<file path="src/rtl/rdt_pkg.sv">
// shared types and constants for the reuse distance tracker
`default_nettype none

package rdt_pkg;

  localparam int KEY_W  = 32;
  localparam int IDX_W  = 31;
  localparam int GAP_W  = 32;
  localparam int KIND_W = 3;

  localparam logic [KIND_W-1:0] KIND_VARIABLE = 3'd2;
  localparam logic [KIND_W-1:0] KIND_CONSTANT = 3'd3;

  localparam logic [IDX_W-1:0] INDEX_MAX = {IDX_W{1'b1}};
  localparam logic [GAP_W-1:0] GAP_NONE  = {GAP_W{1'b1}};

  localparam logic [1:0] HINT_LOW  = 2'd0;
  localparam logic [1:0] HINT_MID  = 2'd1;
  localparam logic [1:0] HINT_HIGH = 2'd2;

  // operand currently being looked up
  typedef enum logic [1:0] {
    OP_SRC1,
    OP_SRC2,
    OP_DEST,
    OP_END
  } op_t;

  typedef enum logic [2:0] {
    ST_IDLE,
    ST_PICK,
    ST_READ,
    ST_CMP,
    ST_DONE
  } state_t;

  // commands from controller to datapath
  typedef struct packed {
    logic load;
    logic next_op;
    logic clr_ptr;
    logic inc_ptr;
    logic rd;
    logic hit;
    logic miss;
    logic finish;
  } dp_cmd_t;

  // status from datapath to controller
  typedef struct packed {
    logic op_end;
    logic op_var;
    logic ptr_end;
    logic key_match;
  } dp_status_t;

endpackage

`default_nettype wire

</file>
<file path="src/rtl/rdt_ctrl.sv">
// controller state machine for the reuse distance tracker
`default_nettype none

module rdt_ctrl (
  input  logic               clk,
  input  logic               rst,
  input  logic               start,
  output logic               busy,
  input  rdt_pkg::dp_status_t status,
  output rdt_pkg::dp_cmd_t    cmd
);
  import rdt_pkg::*;

  state_t state;
  state_t state_next;

  // state register
  always_ff @(posedge clk) begin
    if (rst) begin
      state <= ST_IDLE;
    end else begin
      state <= state_next;
    end
  end

  // next state and commands
  always_comb begin
    state_next = state;
    cmd        = '0;
    unique case (state)
      ST_IDLE: begin
        if (start) begin
          cmd.load   = 1'b1;
          state_next = ST_PICK;
        end
      end
      ST_PICK: begin
        priority if (status.op_end) begin
          state_next = ST_DONE;
        end else if (status.op_var) begin
          cmd.clr_ptr = 1'b1;
          state_next  = ST_READ;
        end else begin
          cmd.next_op = 1'b1;
        end
      end
      ST_READ: begin
        if (status.ptr_end) begin
          cmd.miss    = 1'b1;
          cmd.next_op = 1'b1;
          state_next  = ST_PICK;
        end else begin
          cmd.rd     = 1'b1;
          state_next = ST_CMP;
        end
      end
      ST_CMP: begin
        if (status.key_match) begin
          cmd.hit     = 1'b1;
          cmd.next_op = 1'b1;
          state_next  = ST_PICK;
        end else begin
          cmd.inc_ptr = 1'b1;
          state_next  = ST_READ;
        end
      end
      ST_DONE: begin
        cmd.finish = 1'b1;
        state_next = ST_IDLE;
      end
      default: begin
        state_next = ST_IDLE;
      end
    endcase
  end

  assign busy = (state != ST_IDLE);

endmodule

`default_nettype wire

</file>
<file path="src/rtl/rdt_datapath.sv">
// key table, scan pointer, counters and result registers
`default_nettype none

module rdt_datapath #(
  parameter int TABLE_ENTRIES = 64
) (
  input  logic                         clk,
  input  logic                         rst,
  input  rdt_pkg::dp_cmd_t             cmd,
  output rdt_pkg::dp_status_t          status,
  input  logic [rdt_pkg::KIND_W-1:0]   src1_kind,
  input  logic [rdt_pkg::KEY_W-1:0]    src1_key,
  input  logic [rdt_pkg::KIND_W-1:0]   src2_kind,
  input  logic [rdt_pkg::KEY_W-1:0]    src2_key,
  input  logic                         dest_is_variable,
  input  logic [rdt_pkg::KEY_W-1:0]    dest_key,
  output logic                         done,
  output logic                         access_class,
  output logic [1:0]                   reuse_class,
  output logic signed [rdt_pkg::GAP_W-1:0] reuse_gap,
  output logic                         table_full
);
  import rdt_pkg::*;

  localparam int ADDR_W = (TABLE_ENTRIES > 1) ? $clog2(TABLE_ENTRIES) : 1;
  localparam int CNT_W  = $clog2(TABLE_ENTRIES + 1);

  logic [KEY_W-1:0] key_mem  [TABLE_ENTRIES];
  logic [IDX_W-1:0] last_mem [TABLE_ENTRIES];

  logic [KEY_W-1:0] key1;
  logic [KEY_W-1:0] key2;
  logic [KEY_W-1:0] keyd;
  logic             var1;
  logic             var2;
  logic             vard;
  logic             acc;
  logic [1:0]       reuse;
  logic [GAP_W-1:0] gap;
  logic             dropped;
  logic [KEY_W-1:0] rd_key;
  logic [IDX_W-1:0] rd_last;

  op_t              op;
  logic [CNT_W-1:0] ptr;
  logic [CNT_W-1:0] used;
  logic [IDX_W-1:0] idx;

  logic [KEY_W-1:0]  cur_key;
  logic              cur_var;
  logic              full;
  logic              mem_we;
  logic [ADDR_W-1:0] wr_addr;
  logic [IDX_W-1:0]  span;
  logic              new_v1;
  logic              new_v2;
  logic [1:0]        new_reuse;

  // operand select
  always_comb begin
    unique case (op)
      OP_SRC1: begin
        cur_key = key1;
        cur_var = var1;
      end
      OP_SRC2: begin
        cur_key = key2;
        cur_var = var2;
      end
      OP_DEST: begin
        cur_key = keyd;
        cur_var = vard;
      end
      OP_END: begin
        cur_key = keyd;
        cur_var = 1'b0;
      end
      default: begin
        cur_key = keyd;
        cur_var = 1'b0;
      end
    endcase
  end

  assign full    = (used == CNT_W'(TABLE_ENTRIES));
  assign span    = idx - rd_last;
  assign mem_we  = cmd.hit | (cmd.miss & ~full);
  assign wr_addr = cmd.hit ? ptr[ADDR_W-1:0] : used[ADDR_W-1:0];

  assign status.op_end    = (op == OP_END);
  assign status.op_var    = cur_var;
  assign status.ptr_end   = (ptr == used);
  assign status.key_match = (rd_key == cur_key);

  // classes of the incoming request
  assign new_v1 = (src1_kind == KIND_VARIABLE);
  assign new_v2 = (src2_kind == KIND_VARIABLE);
  always_comb begin
    priority if (new_v1 || new_v2) begin
      new_reuse = HINT_HIGH;
    end else if (src1_kind == KIND_CONSTANT && src2_kind == KIND_CONSTANT) begin
      new_reuse = HINT_LOW;
    end else begin
      new_reuse = HINT_MID;
    end
  end

  // key table: one registered read, one write; a hit rewrites its own key
  always_ff @(posedge clk) begin
    if (cmd.rd) begin
      rd_key  <= key_mem[ptr[ADDR_W-1:0]];
      rd_last <= last_mem[ptr[ADDR_W-1:0]];
    end
    if (mem_we) begin
      key_mem[wr_addr]  <= cur_key;
      last_mem[wr_addr] <= idx;
    end
  end

  // control counters
  always_ff @(posedge clk) begin
    if (rst) begin
      op   <= OP_END;
      ptr  <= '0;
      used <= '0;
      idx  <= '0;
      done <= 1'b0;
    end else begin
      done <= cmd.finish;
      if (cmd.load) begin
        op <= OP_SRC1;
      end else if (cmd.next_op) begin
        unique case (op)
          OP_SRC1: op <= OP_SRC2;
          OP_SRC2: op <= OP_DEST;
          OP_DEST: op <= OP_END;
          OP_END:  op <= OP_END;
          default: op <= OP_END;
        endcase
      end
      if (cmd.clr_ptr) begin
        ptr <= '0;
      end else if (cmd.inc_ptr) begin
        ptr <= ptr + 1'b1;
      end
      if (cmd.miss && !full) begin
        used <= used + 1'b1;
      end
      if (cmd.finish && idx != INDEX_MAX) begin
        idx <= idx + 1'b1;
      end
    end
  end

  // request and result registers
  always_ff @(posedge clk) begin
    if (cmd.load) begin
      key1    <= src1_key;
      key2    <= src2_key;
      keyd    <= dest_key;
      var1    <= new_v1;
      var2    <= new_v2;
      vard    <= dest_is_variable;
      acc     <= new_v1 | new_v2;
      reuse   <= new_reuse;
      gap     <= GAP_NONE;
      dropped <= 1'b0;
    end else begin
      if (cmd.hit && (op == OP_SRC1 || op == OP_SRC2)) begin
        gap <= {1'b0, span};
      end
      if (cmd.miss && full) begin
        dropped <= 1'b1;
      end
    end
    if (cmd.finish) begin
      access_class <= acc;
      reuse_class  <= reuse;
      reuse_gap    <= gap;
      table_full   <= dropped;
    end
  end

endmodule

`default_nettype wire

</file>
<file path="src/rtl/reuse_distance_tracker.sv">
// top level of the reuse distance tracker
//
//  port group           dir  role
//  start/busy + src*/dest*  in   request, taken when start is high and busy low
//  done + result fields out  result, shown for the single cycle done is high
//
// a request keeps busy high while the sequencer picks each operand in turn; each
// variable operand adds a read and a compare state per table entry compared, and
// a further read state when it misses; the key table is scanned one entry at a
// time through its single registered read port, so a full table scans longest.
// reset clears the entry count and instruction index; no clearing pass.
// done follows busy falling, and a new request may be taken in that cycle.
// the receiver cannot stall; results are never held back.
`default_nettype none

module reuse_distance_tracker #(
  parameter int TABLE_ENTRIES = 64
) (
  input  logic                             clk,
  input  logic                             rst,
  input  logic                             start,
  output logic                             busy,
  input  logic [rdt_pkg::KIND_W-1:0]       src1_kind,
  input  logic [rdt_pkg::KEY_W-1:0]        src1_key,
  input  logic [rdt_pkg::KIND_W-1:0]       src2_kind,
  input  logic [rdt_pkg::KEY_W-1:0]        src2_key,
  input  logic                             dest_is_variable,
  input  logic [rdt_pkg::KEY_W-1:0]        dest_key,
  output logic                             done,
  output logic                             access_class,
  output logic [1:0]                       reuse_class,
  output logic signed [rdt_pkg::GAP_W-1:0] reuse_gap,
  output logic                             table_full
);
  import rdt_pkg::*;

  dp_cmd_t    cmd;
  dp_status_t status;

  // sequencer
  rdt_ctrl u_ctrl (
    .clk    (clk),
    .rst    (rst),
    .start  (start),
    .busy   (busy),
    .status (status),
    .cmd    (cmd)
  );

  // table and result datapath
  rdt_datapath #(
    .TABLE_ENTRIES (TABLE_ENTRIES)
  ) u_datapath (
    .clk              (clk),
    .rst              (rst),
    .cmd              (cmd),
    .status           (status),
    .src1_kind        (src1_kind),
    .src1_key         (src1_key),
    .src2_kind        (src2_kind),
    .src2_key         (src2_key),
    .dest_is_variable (dest_is_variable),
    .dest_key         (dest_key),
    .done             (done),
    .access_class     (access_class),
    .reuse_class      (reuse_class),
    .reuse_gap        (reuse_gap),
    .table_full       (table_full)
  );

  // a result only appears once the sequencer is back to idle
  assert property (@(posedge clk) disable iff (rst) done |-> !busy)
    else $error("result shown while busy");

  // an accepted request starts the sequencer
  assert property (@(posedge clk) disable iff (rst) (start && !busy) |=> busy)
    else $error("request accepted without going busy");

  // one result per request
  assert property (@(posedge clk) disable iff (rst) done |=> !done)
    else $error("result repeated");

  // gap is either none or a non-negative distance
  assert property (@(posedge clk) disable iff (rst)
      done |-> (reuse_gap[GAP_W-1] == 1'b0 || reuse_gap == GAP_NONE))
    else $error("reuse gap out of range");

  // high reuse goes together with a variable source
  assert property (@(posedge clk) disable iff (rst)
      done |-> (access_class == (reuse_class == HINT_HIGH)))
    else $error("access and reuse classes disagree");

endmodule

`default_nettype wire
</file>
<file path="config.mk">
export PLATFORM = sky130hd
export DESIGN_NAME = reuse_distance_tracker
export DESIGN_NICKNAME = d
export VERILOG_FILES = /design/src/rtl/rdt_pkg.sv /design/src/rtl/rdt_ctrl.sv /design/src/rtl/rdt_datapath.sv /design/src/rtl/reuse_distance_tracker.sv
export SDC_FILE = /design/constraint.sdc
export NUM_CORES = 2
export LEC_CHECK = 0
export BUFFER_PORTS_ARGS = -buffer_cell sky130_fd_sc_hd__clkbuf_2
export CORE_UTILIZATION = 35
export CTS_BUF_LIST = sky130_fd_sc_hd__clkbuf_8
export CTS_CLUSTER_SIZE = 20
export DETAILED_ROUTE_END_ITERATION = 8
export GPL_TIMING_DRIVEN = 0
export PLACE_DENSITY_LB_ADDON = 0.2
export RECOVER_POWER = 50
export SYNTH_ARGS = -nofsm -noshare
export SYNTH_HDL_FRONTEND = slang
export SYNTH_HIERARCHICAL = 1
export SYNTH_SLANG_ARGS = --single-unit
</file>
<file path="constraint.sdc">
create_clock -name clk -period 11.9 [get_ports clk]
set_input_delay 0 -clock clk [delete_from_list [all_inputs] [get_ports clk]]
set_output_delay 0 -clock clk [all_outputs]
set_load 0.005 [all_outputs]
</file>
==> impl_metrics.py <==
metrics = {
    "finish": {
        "regArea_sq_um": 129000,
        "drive_above_1_share_pct": 30.3,
        "finalNetCount": 8673,
        "multi_input_area_sq_um": 35600,
        "fillers": 40800,
        "final_area_sq_um": 196000,
        "layout-area-overhead-vs-synth_pct": 18.6,
    },
    "setup_path": {
        "r2r_cells": 16,
        "slowest_delay_ps": 3130,
        "critPathRequiredTime_ps": 12830,
        "r2r-end": "u_datapath/key_mem[36][28]",
        "crit_path_end_kind": "flip-flop",
        "startpoint_type": "flip-flop",
        "arrival_ps": 10930,
        "slowest_stage": "o21ai_0",
        "path_cells": "clkbuf_1 > mux2i_1 > o21ai_0 > buf_12 > xnor2_1 > nand4_1 > or4_1 > nor2_1 > and4b_2 > buf_1 > mux2i_1 > nand2_1 > nor2_4 > buf_12 > buf_16 > buf_16",
        "critical_path_class": "flip-flop to flip-flop",
        "timing.rr.start": "u_datapath/op[0]",
        "crit_fanout": 37,
        "r2r_slack_ps": 1900,
        "crit_start": "u_datapath/op[0]",
    },
    "synth": {
        "yosysWarningCount": 6,
        "yosysSeqAreaShare_pct": 77.8,
        "synth_top_flop_cell": "edfxtp_1",
        "synthCells": 7035,
        "synth_seq_cells": 4317,
        "yosys.cell_types.count": 56,
        "synth-xor-area-share_pct": 0.529,
        "yosysTopAreaCell": "edfxtp_1",
        "synth.area.mux_share_pct": 17.6,
        "ys_top_cells_by_area": "edfxtp_1 (77%), mux4_2 (17%), dfxtp_1 (1.0%)",
        "synth-simple-area-share_pct": 1.30,
        "yosysTopAreaCellShare_pct": 76.8,
        "synth_fa_ha_area_share_pct": 0.269,
        "synthesis.nets": 7176,
        "syn_area_sq_um": 166000,
        "async_flop_share_pct": 0,
        "synth_edf_count": 4233,
        "synth_compound_area_share_pct": 1.36,
        "synth_top_family_by_area": "multiplexers",
        "avgSynthCellArea_sq_um": 23.5,
    },
    "global_route": {
        "antenna_found_initial": 49,
        "grt_pass1_wl_mm": 738,
        "grt_pass1_vias": 87700,
        "grt_usage_pct": 22.8,
        "grt-ovfl-total": 0,
        "grt_max_degree": 71,
    },
    "sta": {
        "hold_violations": 0,
        "slew_headroom_pct": -184,
        "fmax_mhz": 100,
        "period_needed_ps": 10000,
        "fin_skew_ps": 113,
        "tns_ps": 0,
        "finalCritPeriodShare_pct": 84.0,
        "worstMarginPinSlew_ps": 4210,
        "drv_slew": 3445,
        "setup_violations": 0,
        "rsz0062_at_grt": "false",
    },
    "place": {
        "placed_area_sq_um": 182000,
        "numPortBuffers": 143,
        "place.gp.congestion": 0.841,
        "hpwl_mm": 374,
    },
    "clock_tree": {
        "cts_tree": "yes",
        "cts_setup_buffers": 0,
        "clk_pin_slew_ps": 60,
        "cts_buffers": 713,
        "root_buffer": "clkbuf_8",
        "insertion_delay_ps": 1320,
        "clock-sinks": 4317,
        "h-tree-depth": 6,
        "clockBufferDepth": 4,
        "cts_resized": 0,
    },
    "worst_hold_path": {
        "holdPathStages": 5,
        "hold_end": "u_datapath/idx[24]",
        "min_from": "rst",
        "hp-class": "input port to flip-flop",
    },
    "die": {
        "die_area_sq_um": 476000,
        "die_w_um": 690,
        "die_y_um": 690,
        "design.core.area_sq_um": 471000,
        "start_util_pct": 35.1,
        "row_count": 252,
        "pin_count": 144,
    },
    "power": {
        "max-vdd-ir-drop_mv": 0.119,
        "p_per_area_nw_per_um2": 151,
        "p_leak_nw": 61.1,
    },
    "routing": {
        "wl_per_cell_um": 35.8,
        "wirelength_mm": 549,
        "vias": 85800,
        "first_iter_violations": 11100,
        "drc": 0,
        "routed_via_density": 5.59,
        "ant_nets": 0,
        "dr.pass1.iters": 9,
    },
    "run_status": {
        "outcome": "complete, but fails checks",
        "violations": "max-capacitance violations, max-slew violations",
    },
    "run": {
        "max_cap_violations": 88,
    },
}
-- layout make-up --
class                   count  area share, %
clock inverters           541           1.43
repair buffers            782           4.82
inverters                  47         0.0898
plain buffers             370          0.876
flip-flops and latches   4317           65.6
clock buffers             730           5.11
well taps                6223           3.96
diodes                     29         0.0369
multi-input cells        2301           18.1
-- worst max-delay path, delay by kind of cell, from the launching register on --
family          cells  cell delay [ps]
compound gates      1             3130
simple gates        6             3100
buf+inv             6             2010
mux                 2              690
flops               1              350
xor+xnor            1              160
-- how the worst max path moves through the flow --
stage	slack, ps	to	depth (start not counted)
after detailed placement	3370	u_datapath/key_mem[40][5]	16
after global routing	1620	u_datapath/key_mem[23][14]	17
final	1900	u_datapath/key_mem[36][28]	16
after floorplan	3030	u_datapath/key_mem[0][0]	13
after CTS	3370	u_datapath/last_mem[40][0]	16
after global placement	-9120	u_datapath/key_mem[27][20]	13
-- stage by stage --
step	hold WS (ps)	util (%)	std cells	power, mW	worst slack [ps]
finish	236	41.7	15300	29.7	1900
CTS	91.1	42.0	15300	30.0	3370
global placement	180	37.0	13400	18.0	-9120
detailed placement	179	38.6	13700	18.0	3370
floorplan	69.4	-	7035	17.6	3030
global route	155	41.7	15300	30.6	1620
-- registers in the layout, indices dropped and copies added (netlist names), 32 cells and up --
name	cells
u_datapath/rd_key	32
u_datapath/key2	32
u_datapath/reuse_gap	32
u_datapath/last_mem	1984
u_datapath/keyd	32
u_datapath/gap	32
u_datapath/key1	32
u_datapath/key_mem	2048
-- cells in the final DEF, fill, tap and decap left out, drive strengths merged, types with 83 or more instances in the layout --
cell type and n:
inv 332, mux2i 117, clkbuf 1116, a21oi 134, nor2 134, nor2b 83, buf 456, clkinv 234
dlygate4sd3 310, mux4 1243, edfxtp 4233, nand2 106, a211oi 90, dfxtp 84
-- metal layers --
layer  vias up  part of all wire, %  global-route usage [%]
met5         -                0.031                       0
met2      4314                   49                    38.2
li1      33300                    -                       -
met4        24                  4.5                    8.78
met1     47100                   38                    29.1
met3      1045                  8.3                    4.83
-- what timing repair did --
item,4_1_cts,5_1_grt
hold buffers,310,0
endpoints found under the hold margin,267,0
endpoints found under the setup margin,0,0
-- power breakdown --
part	leakage, nW	internal (mW)	switching [mW]	total [mW]
logic	14.3	0.208	0.608	0.816
clock network	7.47	5.93	6.09	12.0
registers	39.3	16.9	0.0161	16.9
total	61.1	23.0	6.71	29.7
-- cells in the mapped netlist, types with 3 or more instances --
master	n
nor3_1	4
nand3_1	11
nor4_1	3
buf_2	135
a31oi_1	5
xnor2_1	57
a21o_1	14
or3_1	9
a22oi_1	4
buf_4	23
nand2_1	106
edfxtp_1	4233
a21oi_1	134
nor2_1	134
and3_1	10
o21ai_0	73
or4_1	3
o21bai_1	3
and4_1	4
xor2_1	43
nand3b_1	7
nand4_1	32
o31ai_1	8
buf_1	32
nor3b_1	5
dfxtp_1	84
o211ai_1	23
buf_6	6
nand2b_1	15
mux2i_1	117
a211oi_1	90
inv_1	46
mux4_2	1243
ha_1	34
nor2b_1	83
clkbuf_1	174
-- kinds of logic (layout without fill, tap and decap cells) --
group / after synthesis / in the layout
buffers and inverters: 417 / 2470
AO/OA/AOI/OAI: 368 / 368
multiplexers: 1362 / 1362
XOR/XNOR: 100 / 100
adder cells (fa/ha/maj): 35 / 35
AND/OR/NAND/NOR: 436 / 436
other: 0 / 29
flip-flops: 4317 / 4317
Power figures use the tool's default switching activity.
